## src/isrt_pkg.sv

```systemverilog
// Package for the insertion sorter: sizes, the element type and the control
// bundle that the top level drives into every cell of the chain.
// No dependencies.
`default_nettype none

package isrt_pkg;

  localparam int DEPTH  = 16;
  localparam int WORD_W = 32;

  typedef logic signed [WORD_W-1:0] word_t;

  typedef struct packed {
    logic  insert;
    logic  shift;
    word_t key;
  } cell_ctrl_t;

endpackage

`default_nettype wire

```

## src/isrt_ifs.sv

```systemverilog
// Valid/ready channel interfaces for the insertion sorter's request and
// result streams.
// Depends on isrt_pkg.
`default_nettype none

interface isrt_in_if;
  logic                valid;
  logic                ready;
  isrt_pkg::word_t     value;
  logic                is_last;

  modport source (output valid, output value, output is_last, input ready);
  modport sink (input valid, input value, input is_last, output ready);
endinterface

interface isrt_out_if;
  logic                valid;
  logic                ready;
  isrt_pkg::word_t     sorted_value;
  logic                end_of_set;
  logic                overflow;

  modport source (output valid, output sorted_value, output end_of_set, output overflow,
                  input ready);
  modport sink (input valid, input sorted_value, input end_of_set, input overflow,
                output ready);
endinterface

`default_nettype wire

```

## src/isrt_cell.sv

```systemverilog
// One compare-and-shift cell of the sorting chain: holds one list entry,
// inserts from its lower neighbor and shifts down toward the output.
// Depends on isrt_pkg.
`default_nettype none

module isrt_cell (
  input  wire                   clk,
  input  wire                   rst,
  input  isrt_pkg::cell_ctrl_t  ctrl,
  input  isrt_pkg::word_t       left_data,
  input  wire                   left_valid,
  input  wire                   left_gt,
  input  isrt_pkg::word_t       right_data,
  input  wire                   right_valid,
  output isrt_pkg::word_t       data,
  output logic                  valid,
  output logic                  gt
);

  isrt_pkg::word_t fill;

  assign gt   = valid && (data > ctrl.key);
  assign fill = left_gt ? left_data : ctrl.key;

  always_ff @(posedge clk) begin
    if (ctrl.insert) begin
      if (gt || (!valid && left_valid)) begin
        data <= fill;
      end
    end else if (ctrl.shift) begin
      data <= right_data;
    end
  end

  always_ff @(posedge clk) begin
    if (rst) begin
      valid <= 1'b0;
    end else if (ctrl.insert) begin
      if (!valid && left_valid) begin
        valid <= 1'b1;
      end
    end else if (ctrl.shift) begin
      valid <= right_valid;
    end
  end

endmodule

`default_nettype wire

```

## src/insertion_sorter_core.sv

```systemverilog
// Insertion sorter: sorts each set of signed 32-bit values arriving on the
// request stream and returns the set in ascending order on the result stream.
// Depends on isrt_pkg, isrt_ifs and isrt_cell.
//
// Requests are taken one per cycle; each is inserted into a chain of DEPTH
// cells in the cycle it is accepted, equal values keeping arrival order. The
// request marked is_last closes the set: from the next cycle the chain shifts
// its entries out through the output register, one result per cycle while the
// sink is ready. The request side is held off from the closing request until
// the final result of the set is loaded into the output register. Values
// arriving while all DEPTH cells are full are dropped, and every result of
// that set carries overflow.
`default_nettype none

module insertion_sorter_core (
  input  wire               clk,
  input  wire               rst,
  isrt_in_if.sink           in_ch,
  isrt_out_if.source        out_ch
);

  localparam int DEPTH = isrt_pkg::DEPTH;

  isrt_pkg::cell_ctrl_t ctrl;
  isrt_pkg::word_t      cell_data  [DEPTH];
  logic [DEPTH-1:0]     cell_valid;
  logic [DEPTH-1:0]     cell_gt;

  logic draining;
  logic dropped;
  logic in_fire;
  logic out_load;
  logic full;

  assign full     = cell_valid[DEPTH-1];
  assign in_fire  = in_ch.valid && in_ch.ready;
  assign out_load = draining && (!out_ch.valid || out_ch.ready);

  assign in_ch.ready = !draining;

  assign ctrl.insert = in_fire && !full;
  assign ctrl.shift  = out_load;
  assign ctrl.key    = in_ch.value;

  for (genvar i = 0; i < DEPTH; i++) begin : g_cell
    isrt_pkg::word_t l_data;
    logic            l_valid;
    logic            l_gt;
    isrt_pkg::word_t r_data;
    logic            r_valid;

    if (i == 0) begin : g_first
      assign l_data  = in_ch.value;
      assign l_valid = 1'b1;
      assign l_gt    = 1'b0;
    end else begin : g_inner
      assign l_data  = cell_data[i-1];
      assign l_valid = cell_valid[i-1];
      assign l_gt    = cell_gt[i-1];
    end

    if (i == DEPTH - 1) begin : g_end
      assign r_data  = '0;
      assign r_valid = 1'b0;
    end else begin : g_mid
      assign r_data  = cell_data[i+1];
      assign r_valid = cell_valid[i+1];
    end

    isrt_cell u_cell (
      .clk         (clk),
      .rst         (rst),
      .ctrl        (ctrl),
      .left_data   (l_data),
      .left_valid  (l_valid),
      .left_gt     (l_gt),
      .right_data  (r_data),
      .right_valid (r_valid),
      .data        (cell_data[i]),
      .valid       (cell_valid[i]),
      .gt          (cell_gt[i])
    );
  end

  always_ff @(posedge clk) begin
    if (rst) begin
      draining <= 1'b0;
      dropped  <= 1'b0;
    end else begin
      if (in_fire && full) begin
        dropped <= 1'b1;
      end
      if (in_fire && in_ch.is_last) begin
        draining <= 1'b1;
      end else if (out_load && !cell_valid[1]) begin
        draining <= 1'b0;
        dropped  <= 1'b0;
      end
    end
  end

  always_ff @(posedge clk) begin
    if (rst) begin
      out_ch.valid <= 1'b0;
    end else if (out_load) begin
      out_ch.valid <= 1'b1;
    end else if (out_ch.ready) begin
      out_ch.valid <= 1'b0;
    end
  end

  always_ff @(posedge clk) begin
    if (out_load) begin
      out_ch.sorted_value <= cell_data[0];
      out_ch.end_of_set   <= !cell_valid[1];
      out_ch.overflow     <= dropped;
    end
  end

endmodule

`default_nettype wire

```

## src/flat_wrapper.sv

```systemverilog
// flat-port wrapper written by rule: the top's interface ports become plain ports
module insertion_sorter_core_flat 
  (clk, rst, in_ch_valid, in_ch_value, in_ch_is_last, in_ch_ready, out_ch_valid, out_ch_sorted_value, out_ch_end_of_set, out_ch_overflow, out_ch_ready);
  isrt_in_if in_ch_i ();
  isrt_out_if out_ch_i ();
  input  wire clk;
  input  wire rst;
  input wire logic [$bits(in_ch_i.valid)-1:0] in_ch_valid;
  input wire logic [$bits(in_ch_i.value)-1:0] in_ch_value;
  input wire logic [$bits(in_ch_i.is_last)-1:0] in_ch_is_last;
  output wire logic [$bits(in_ch_i.ready)-1:0] in_ch_ready;
  output wire logic [$bits(out_ch_i.valid)-1:0] out_ch_valid;
  output wire logic [$bits(out_ch_i.sorted_value)-1:0] out_ch_sorted_value;
  output wire logic [$bits(out_ch_i.end_of_set)-1:0] out_ch_end_of_set;
  output wire logic [$bits(out_ch_i.overflow)-1:0] out_ch_overflow;
  input wire logic [$bits(out_ch_i.ready)-1:0] out_ch_ready;
  assign in_ch_i.valid = in_ch_valid;
  assign in_ch_i.value = in_ch_value;
  assign in_ch_i.is_last = in_ch_is_last;
  assign in_ch_ready = in_ch_i.ready;
  assign out_ch_valid = out_ch_i.valid;
  assign out_ch_sorted_value = out_ch_i.sorted_value;
  assign out_ch_end_of_set = out_ch_i.end_of_set;
  assign out_ch_overflow = out_ch_i.overflow;
  assign out_ch_i.ready = out_ch_ready;
  insertion_sorter_core u_core (.clk(clk), .rst(rst), .in_ch(in_ch_i), .out_ch(out_ch_i));
endmodule
```

## config.mk

```make
export PLATFORM = sky130hd
export DESIGN_NAME = insertion_sorter_core_flat
export DESIGN_NICKNAME = d
export VERILOG_FILES = /design/src/isrt_pkg.sv /design/src/isrt_ifs.sv /design/src/isrt_cell.sv /design/src/insertion_sorter_core.sv /design/src/flat_wrapper.sv
export SDC_FILE = /design/constraint.sdc
export NUM_CORES = 2
export LEC_CHECK = 0
export BUFFER_PORTS_ARGS = -buffer_cell sky130_fd_sc_hd__buf_4
export CAP_MARGIN = 20
export CORE_ASPECT_RATIO = 0.5
export CORE_UTILIZATION = 53
export CTS_CLUSTER_SIZE = 30
export DETAILED_ROUTE_END_ITERATION = 6
export HOLD_SLACK_MARGIN = 0.06
export PLACE_DENSITY = 0.72
export SETUP_SLACK_MARGIN = 0.3
export SLEW_MARGIN = 25
export SYNTH_ARGS = -nofsm -noshare
export SYNTH_HDL_FRONTEND = slang
export SYNTH_SLANG_ARGS = --single-unit
```

## constraint.sdc

```tcl
create_clock -name clk -period 6.4 [get_ports clk]
set_input_delay 1.92 -clock clk [delete_from_list [all_inputs] [get_ports clk]]
set_output_delay 1.92 -clock clk [all_outputs]
set_load 0.01 [all_outputs]
```

# After elaboration in Yosys (flattened, before gate mapping)
# Index checks and enable logic that the tools add are counted.
[word_totals] out_inout_bits=36 inputBits=37 regBits=565
[classes] order_cmp=16 reduce_logical=106 muxes=117 eq_ne=31
[op_table] cell="$mux 32" n=63
[op_table] cell="$gt 32x32->1" n=16
[op_table] cell="$ne 2x2->1 const B" n=31
[op_table] cell="$reduce_and 2->1" n=31
[op_table] cell="$mux 1" n=54
[op_table] cell="$logic_and 1x1->1" n=37
[op_table] cell="$logic_not 1->1" n=18
[op_table] cell="$logic_or 1x1->1" n=17
[op_table] cell="$reduce_bool 2->1" n=3

# Logic depth before layout (Yosys ltp)
[logic_depth] word_depth=6 ltp_mapped=13 ltp_nobuf=10

# By module
# A second synthesis with hierarchy kept.
[unflattened] hier_cells=4355 hier_area_um2=41344.7
[modules_own_cells] module="isrt_cell" area_per_inst_um2=2511.2 seq_area_each_um2=980.9 cells_each=269 instances=16
[modules_own_cells] module="insertion_sorter_core" area_per_inst_um2=1166.1 seq_area_each_um2=1081.0 cells_each=51 instances=1

# Worst setup path after synthesis
# OpenSTA, ideal clock, no wires.
[synth_timing] path_type="input-to-reg" startpoint="input in_ch_value[31]" endpoint="register u_core.g_cell[2].u_cell.data[0], enable pin" slack_ns=-0.363 arrival_ns=6.298 stages=10 required_ns=5.934 cell_sequence="inv_1 ha_1 nand2_1 or4_4 nor4_2 o31ai_1 and3_4 a31oi_2 a21oi_1 o21ai_0"
[synth_between] elab_chain_cells=5
[synth_rtl] item="from (decl)" line_no="flat_wrapper.sv:9" rtl="input wire logic [$bits(in_ch_i.value)-1:0] in_ch_value;"
[synth_rtl] item="$gt 32x32->1" line_no="isrt_cell.sv:22" rtl="assign gt = valid && (data > ctrl.key);"
[synth_rtl] item="$logic_and 1x1->1" line_no="isrt_cell.sv:22"
[synth_rtl] item="$logic_or 1x1->1" line_no="isrt_cell.sv:27" rtl="if (gt || (!valid && left_valid)) begin"
[synth_rtl] item="$ne 2x2->1 (no source line)"
[synth_rtl] item="$reduce_and 2->1 (no source line)"
[synth_rtl] item="to (signal assigned)" line_no="isrt_cell.sv:28" rtl="data <= fill;"
[synth_rtl] item="to (signal assigned)" line_no="isrt_cell.sv:31" rtl="data <= right_data;"
[synth_rtl] item="to (decl)" line_no="isrt_cell.sv:15" rtl="output isrt_pkg::word_t data,"
# Every way passes these cells.
# A chain may end at the register's enable or synchronous reset.

# Worst setup path after layout
[layout_timing] startpoint="input in_ch_value[31]" endpoint="register u_core.g_cell[12].u_cell.data[10], enable pin"
[layout_between] elab_chain_cells=5
[layout_rtl] item="$gt 32x32->1" line_no="isrt_cell.sv:22"
[layout_rtl] item="$logic_and 1x1->1" line_no="isrt_cell.sv:22"
[layout_rtl] item="$logic_or 1x1->1" line_no="isrt_cell.sv:27"
[layout_rtl] item="$ne 2x2->1 (no source line)"
[layout_rtl] item="$reduce_and 2->1 (no source line)"
[layout_rtl] item="to (signal assigned)" line_no="isrt_cell.sv:28"
[layout_rtl] item="to (signal assigned)" line_no="isrt_cell.sv:31"
[layout_rtl] item="to (decl)" line_no="isrt_cell.sv:15"
# Every way passes these cells.

==> results by stage <==
Floorplan:
- The floorplan step set the die width to approximately 380 um.
- After floorplanning, the core was sized to cover 69600 um^2.
- The number of placement rows is approximately 70.
- During I/O placement, the number of pins put on the boundary was 73.
- The die is 190 um tall.
- The starting density of the core is 0.541.
- The total die area is slightly above 70000 um^2.

Placed design:
- The final RePlAce weighted congestion is around 0.93.
- Once placement completed, the tool counted placed cells totaling ~4600.
- The HPWL reported at the end of detailed placement is 81600 um.
- Input and output buffers added on the ports amount to a little over 70.

GRT:
- The global routing met2 resource utilization is 0.466.
- The via count of the first global-routing pass was 30103.
- The pin count of the biggest net entering global routing is approximately 150.
- The global-route met1 utilization is 0.437.
- The total global routing track utilization is 0.302.
- For this run, global-route usage on met3 was measured as 0.0489.
- The first global-routing pass estimated about 170000 um of wire.
- met2 is the most crowded layer.
- The number of antenna violations at the first check in global routing was 0.
- The overflow left after global routing is 0.

Critical path:
- In this run the critical register-to-register path is launched from u_core.g_cell[12].u_cell.data[31]$_DFFE_PP_.
- STA classifies the critical path endpoint as a flip-flop.
- In this run the critical register-to-register path is captured at u_core.g_cell[12].u_cell.data[10]$_DFFE_PP_.
- The number of buffers and inverters on the critical path is 4.
- The largest single stage delay on the critical path is 0.57 ns.
- At the worst endpoint, the required time is 6.74 ns.
- Traced cell by cell, the critical path runs through buf_4 -> inv_1 -> buf_4 -> ha_1 -> nand4_1 -> or3_1 -> nor4_1 -> o31ai_1 -> nand3_1 -> mux2i_4 -> o21ai_0 -> nand2_2 -> buf_12.
- The kind of cell with the highest combined delay on the critical path is simple AND/OR/NAND/NOR gates.
- The critical path class is input pin to flip-flop.
- The largest fanout of any net on the critical path is 17.
- The arrival time at the worst endpoint is between 5 and 6 ns.
- The register-to-register setup slack is about 2.4 ns.
- The worst setup path is launched from an input pin.
- The count of cells along the worst register-to-register path is 10.
- The most critical setup path has its startpoint at in_ch_value[31].
- The critical path's slowest cell is sky130_fd_sc_hd__or3_1.
- Among the stages of the critical path, the cell type that occurs most often is sky130_fd_sc_hd__buf_4.

Synth:
- The number of register bits inferred by synthesis is about 570.
- The share of synthesized area in the top cell type comes to 0.436.
- For this run, the register share of the synthesized area comes to 0.446.
- Sorting the synthesized cells by area gives the leading types as sky130_fd_sc_hd__edfxtp_1 44%, sky130_fd_sc_hd__ha_1 16%, sky130_fd_sc_hd__nand2_1 6.6%.
- The dominant combinational cell family by area after synthesis is compound AO/OA/AOI/OAI gates.
- The top cell type by total area after synthesis is sky130_fd_sc_hd__edfxtp_1.
- Measured against the total synthesized area, the mux share comes to 0.0202.
- The fraction of the mapped netlist area in compound gates is 0.177.
- The area of the mapped netlist is approximately 38000 um^2.
- Of all flip-flops after synthesis, the portion carrying an async set or reset was 0.
- After technology mapping, the gate count stands at around 3700.
- Counting flops with a built-in enable in the synthesized netlist gives roughly 550.
- The share of the synthesized netlist area taken by xor and xnor gates is 0.
- Among all flip-flop cells after synthesis, the most frequent one is sky130_fd_sc_hd__edfxtp_1.
- The netlist uses 57 different library cells.
- The adder-cell share of the synthesized area is 0.160.
- Of the total synthesized cell area, the portion taken by AND, OR, NAND and NOR gates is 0.165.
- The net count after synthesis is around 4300.
- The mean instance size in the synthesized netlist is 10.1 um^2.
- The Yosys step of the flow raised 0 warnings.

STA:
- The final count of pins violating max slew is 0.
- For the final routed database, the setup TNS stands at 0 ns.
- For the pin with the worst max-slew slack, the measured transition is 0.876 ns.
- The worst slew margin relative to its limit is 0.414.
- The routed design could run at a clock period as short as approximately 5.2 ns.
- Setup repair after global routing left no endpoint under its margin.
- The final count of negative-setup-slack endpoints is 0.
- On the final layout, the worst clock skew is 0.0125 ns.
- Dividing the final minimum period by the clock period gives 0.809.
- Across all hold checks on the routed design, the worst slack comes to between 0.4 and 0.5 ns.
- The maximum clock rate is just under 200 MHz.
- The count of final hold-check violations is 0.

Run status:
- The flow ran to the end, and the final reports show no timing, DRC or antenna violations.

Layout:
- The final cell count without fillers is 4729.
- The top cell types in the final layout, fill and taps aside, are 657 x sky130_fd_sc_hd__nand2_1, 546 x sky130_fd_sc_hd__edfxtp_1, 480 x sky130_fd_sc_hd__ha_1, 314 x sky130_fd_sc_hd__nor2_1, 248 x sky130_fd_sc_hd__a21oi_1.
- The most common cell after layout, fill and taps aside is sky130_fd_sc_hd__nand2_1.
- The number of antenna diodes in the final layout is 0.
- Registers take roughly 17000 um^2.
- The fraction of layout instances using a drive strength above 1 is 0.0782.
- The number of inserted filler cells in the final layout is roughly 5800.
- The multi-input combinational cell area is between 15000 and 20000 um^2.
- The final net count is about 4300.
- Relative to the synthesized area, the layout overhead comes to 9.66%.

Clock network:
- In this run, post-CTS hold repair placed 0 buffers.
- The number of buffers inserted by post-CTS setup repair is 0.
- The H-tree depth is 2.
- The cell chosen for the clock root is sky130_fd_sc_hd__clkbuf_16.
- The clock latency on the worst-skew pair is roughly 0.64 ns.
- Counting every sink on the clock net gives around 570.
- The TritonCTS clock tree is done.
- The number of buffers between clock root and the deepest sink is 3.
- After clock tree synthesis, the clock-pin slew on the worst setup and hold paths is about 0.06 ns.
- The total of cells resized after clock tree synthesis is 0.
- Buffers inserted during clock tree synthesis total 55.

Power:
- The analysis attributes to net switching a power of about 0.0029 W.
- The share of total power dissipated in sequential elements is 0.483.
- The maximum vdd drop is about 0.18 mV.
- Of the total power, the share spent switching nets is 0.302.
- The cell leakage power is roughly 16 nW.
- The internal power of the cells totals 0.00673 W.
- In this run the power density over the cells is about 230 nW/um^2.
- The proportion of power drawn by the clock network is 0.321.
- The proportion of power drawn by combinational gates is 0.196.

Route:
- The number of iterations in the first detailed-routing pass is 7.
- In the routed design, unresolved DRC markers number 0.
- The routed wirelength normalized by instance count is roughly 23 um.
- For this block, the via count after detailed routing is 31920.
- The average vias per placed instance is slightly below 7.
- For this block, the routed nets add up to ~110000 um of wire.
- After the first detailed-routing iteration, the DRC count stood at ~4000.
- The number of nets still failing antenna checks after routing is 0.

Job:
- Across the run, the number of max-cap violations was 0.

Min path:
- The number of stages on the worst hold path is 0.
- The min-delay analysis places its worst path in the category flip-flop to flip-flop.
- The worst hold path begins at u_core.dropped$_SDFF_PP0_.
- The worst hold path terminates at u_core.out_ch.overflow$_DFFE_PP_.
==> worst register-to-register path, cell delays in order (launching register included) <==
cell	delay (ns)
sky130_fd_sc_hd__edfxtp_1	0.44
sky130_fd_sc_hd__ha_1	0.41
sky130_fd_sc_hd__nand4_1	0.23
sky130_fd_sc_hd__or3_1	0.57
sky130_fd_sc_hd__nor4_1	0.45
sky130_fd_sc_hd__o31ai_1	0.26
sky130_fd_sc_hd__nand3_1	0.22
sky130_fd_sc_hd__mux2i_4	0.25
sky130_fd_sc_hd__o21ai_0	0.12
sky130_fd_sc_hd__nand2_2	0.47
sky130_fd_sc_hd__buf_12	0.24
==> cells in the mapped netlist, types with 27 or more instances <==
cell                       count
sky130_fd_sc_hd__nand2_1     662
sky130_fd_sc_hd__edfxtp_1    546
sky130_fd_sc_hd__ha_1        480
sky130_fd_sc_hd__nor2_1      314
sky130_fd_sc_hd__a21oi_1     248
sky130_fd_sc_hd__a221o_1     225
sky130_fd_sc_hd__nand3_1     203
sky130_fd_sc_hd__o211ai_1    185
sky130_fd_sc_hd__clkbuf_1    184
sky130_fd_sc_hd__nand4_1     142
sky130_fd_sc_hd__inv_1        82
sky130_fd_sc_hd__mux2i_1      76
sky130_fd_sc_hd__o21ai_0      73
sky130_fd_sc_hd__a21o_1       46
sky130_fd_sc_hd__o211ai_2     30
sky130_fd_sc_hd__buf_1        29
sky130_fd_sc_hd__nor3_1       27
==> power groups by stage <==
stage	sequential, W	clock (W)	combinational, W
final	0.00465	0.00309	0.00189
after global routing	0.00467	0.00324	0.00207
after CTS	0.00465	0.00310	0.00184
after detailed placement	0.00472	0	0.00184
after global placement	0.00472	0	0.00172
after floorplan	0.00465	0	0.00124
==> per-layer routing <==
layer,vias to the layer above,wire length (um)
met5,-,0
met4,0,3090
met3,238,9610
met2,1446,49500
met1,15795,48700
li1,14441,-
==> cell families (layout without fill, tap and decap cells) <==
logic type | after synthesis | in the layout
muxes | 76 | 76
and+or+nand+nor | 1423 | 1423
AOI/OAI and AO/OA | 892 | 892
DFF | 565 | 565
adders and majority gates | 480 | 480
buffers and inverters | 307 | 348
==> worst max-delay path by stage <==
stage / to / slack, ns / cells past startpoint
global route: u_core.g_cell[13].u_cell.data[6]$_DFFE_PP_ / 1.02 / 13
finish: u_core.g_cell[12].u_cell.data[10]$_DFFE_PP_ / 1.22 / 13
global placement: u_core.g_cell[13].u_cell.data[25]$_DFFE_PP_ / 0.65 / 12
CTS: u_core.g_cell[8].u_cell.data[26]$_DFFE_PP_ / 1.32 / 11
detailed placement: u_core.g_cell[8].u_cell.data[25]$_DFFE_PP_ / 0.67 / 11
floorplan: u_core.g_cell[0].u_cell.data[0]$_DFFE_PP_ / 0.36 / 9
==> flip-flops by register name (all words and copies together) (netlist names) <==
register and count:
u_core.out_ch.end_of_set 1, u_core.g_cell.u_cell.data 512, u_core.dropped 1, u_core.out_ch.sorted_value 32
u_core.draining 1, u_core.out_ch.overflow 1, u_core.g_cell.u_cell.valid 16, u_core.out_ch.valid 1
==> stage by stage <==
step	instance area (um^2)	utilization	power, W	setup WS [ns]
2_1_floorplan	37600	-	0.00589	0.356
5_1_grt	41300	0.593	0.00998	1.02
4_1_cts	41200	0.592	0.00959	1.32
6_report	41300	0.593	0.00963	1.22
3_5_place_dp	39600	0.570	0.00656	0.669
3_3_place_gp	39600	0.568	0.00644	0.653
==> layout make-up <==
cell class | count | area share
Inverter | 83 | 0.00755
Clock buffer | 78 | 0.0355
Timing Repair Buffer | 164 | 0.0359
Sequential cell | 565 | 0.407
Multi-Input combinational cell | 2871 | 0.483
Clock inverter | 23 | 0.00252
Tap cell | 945 | 0.0287
No activity file was read; power rests on OpenSTA's default activity.
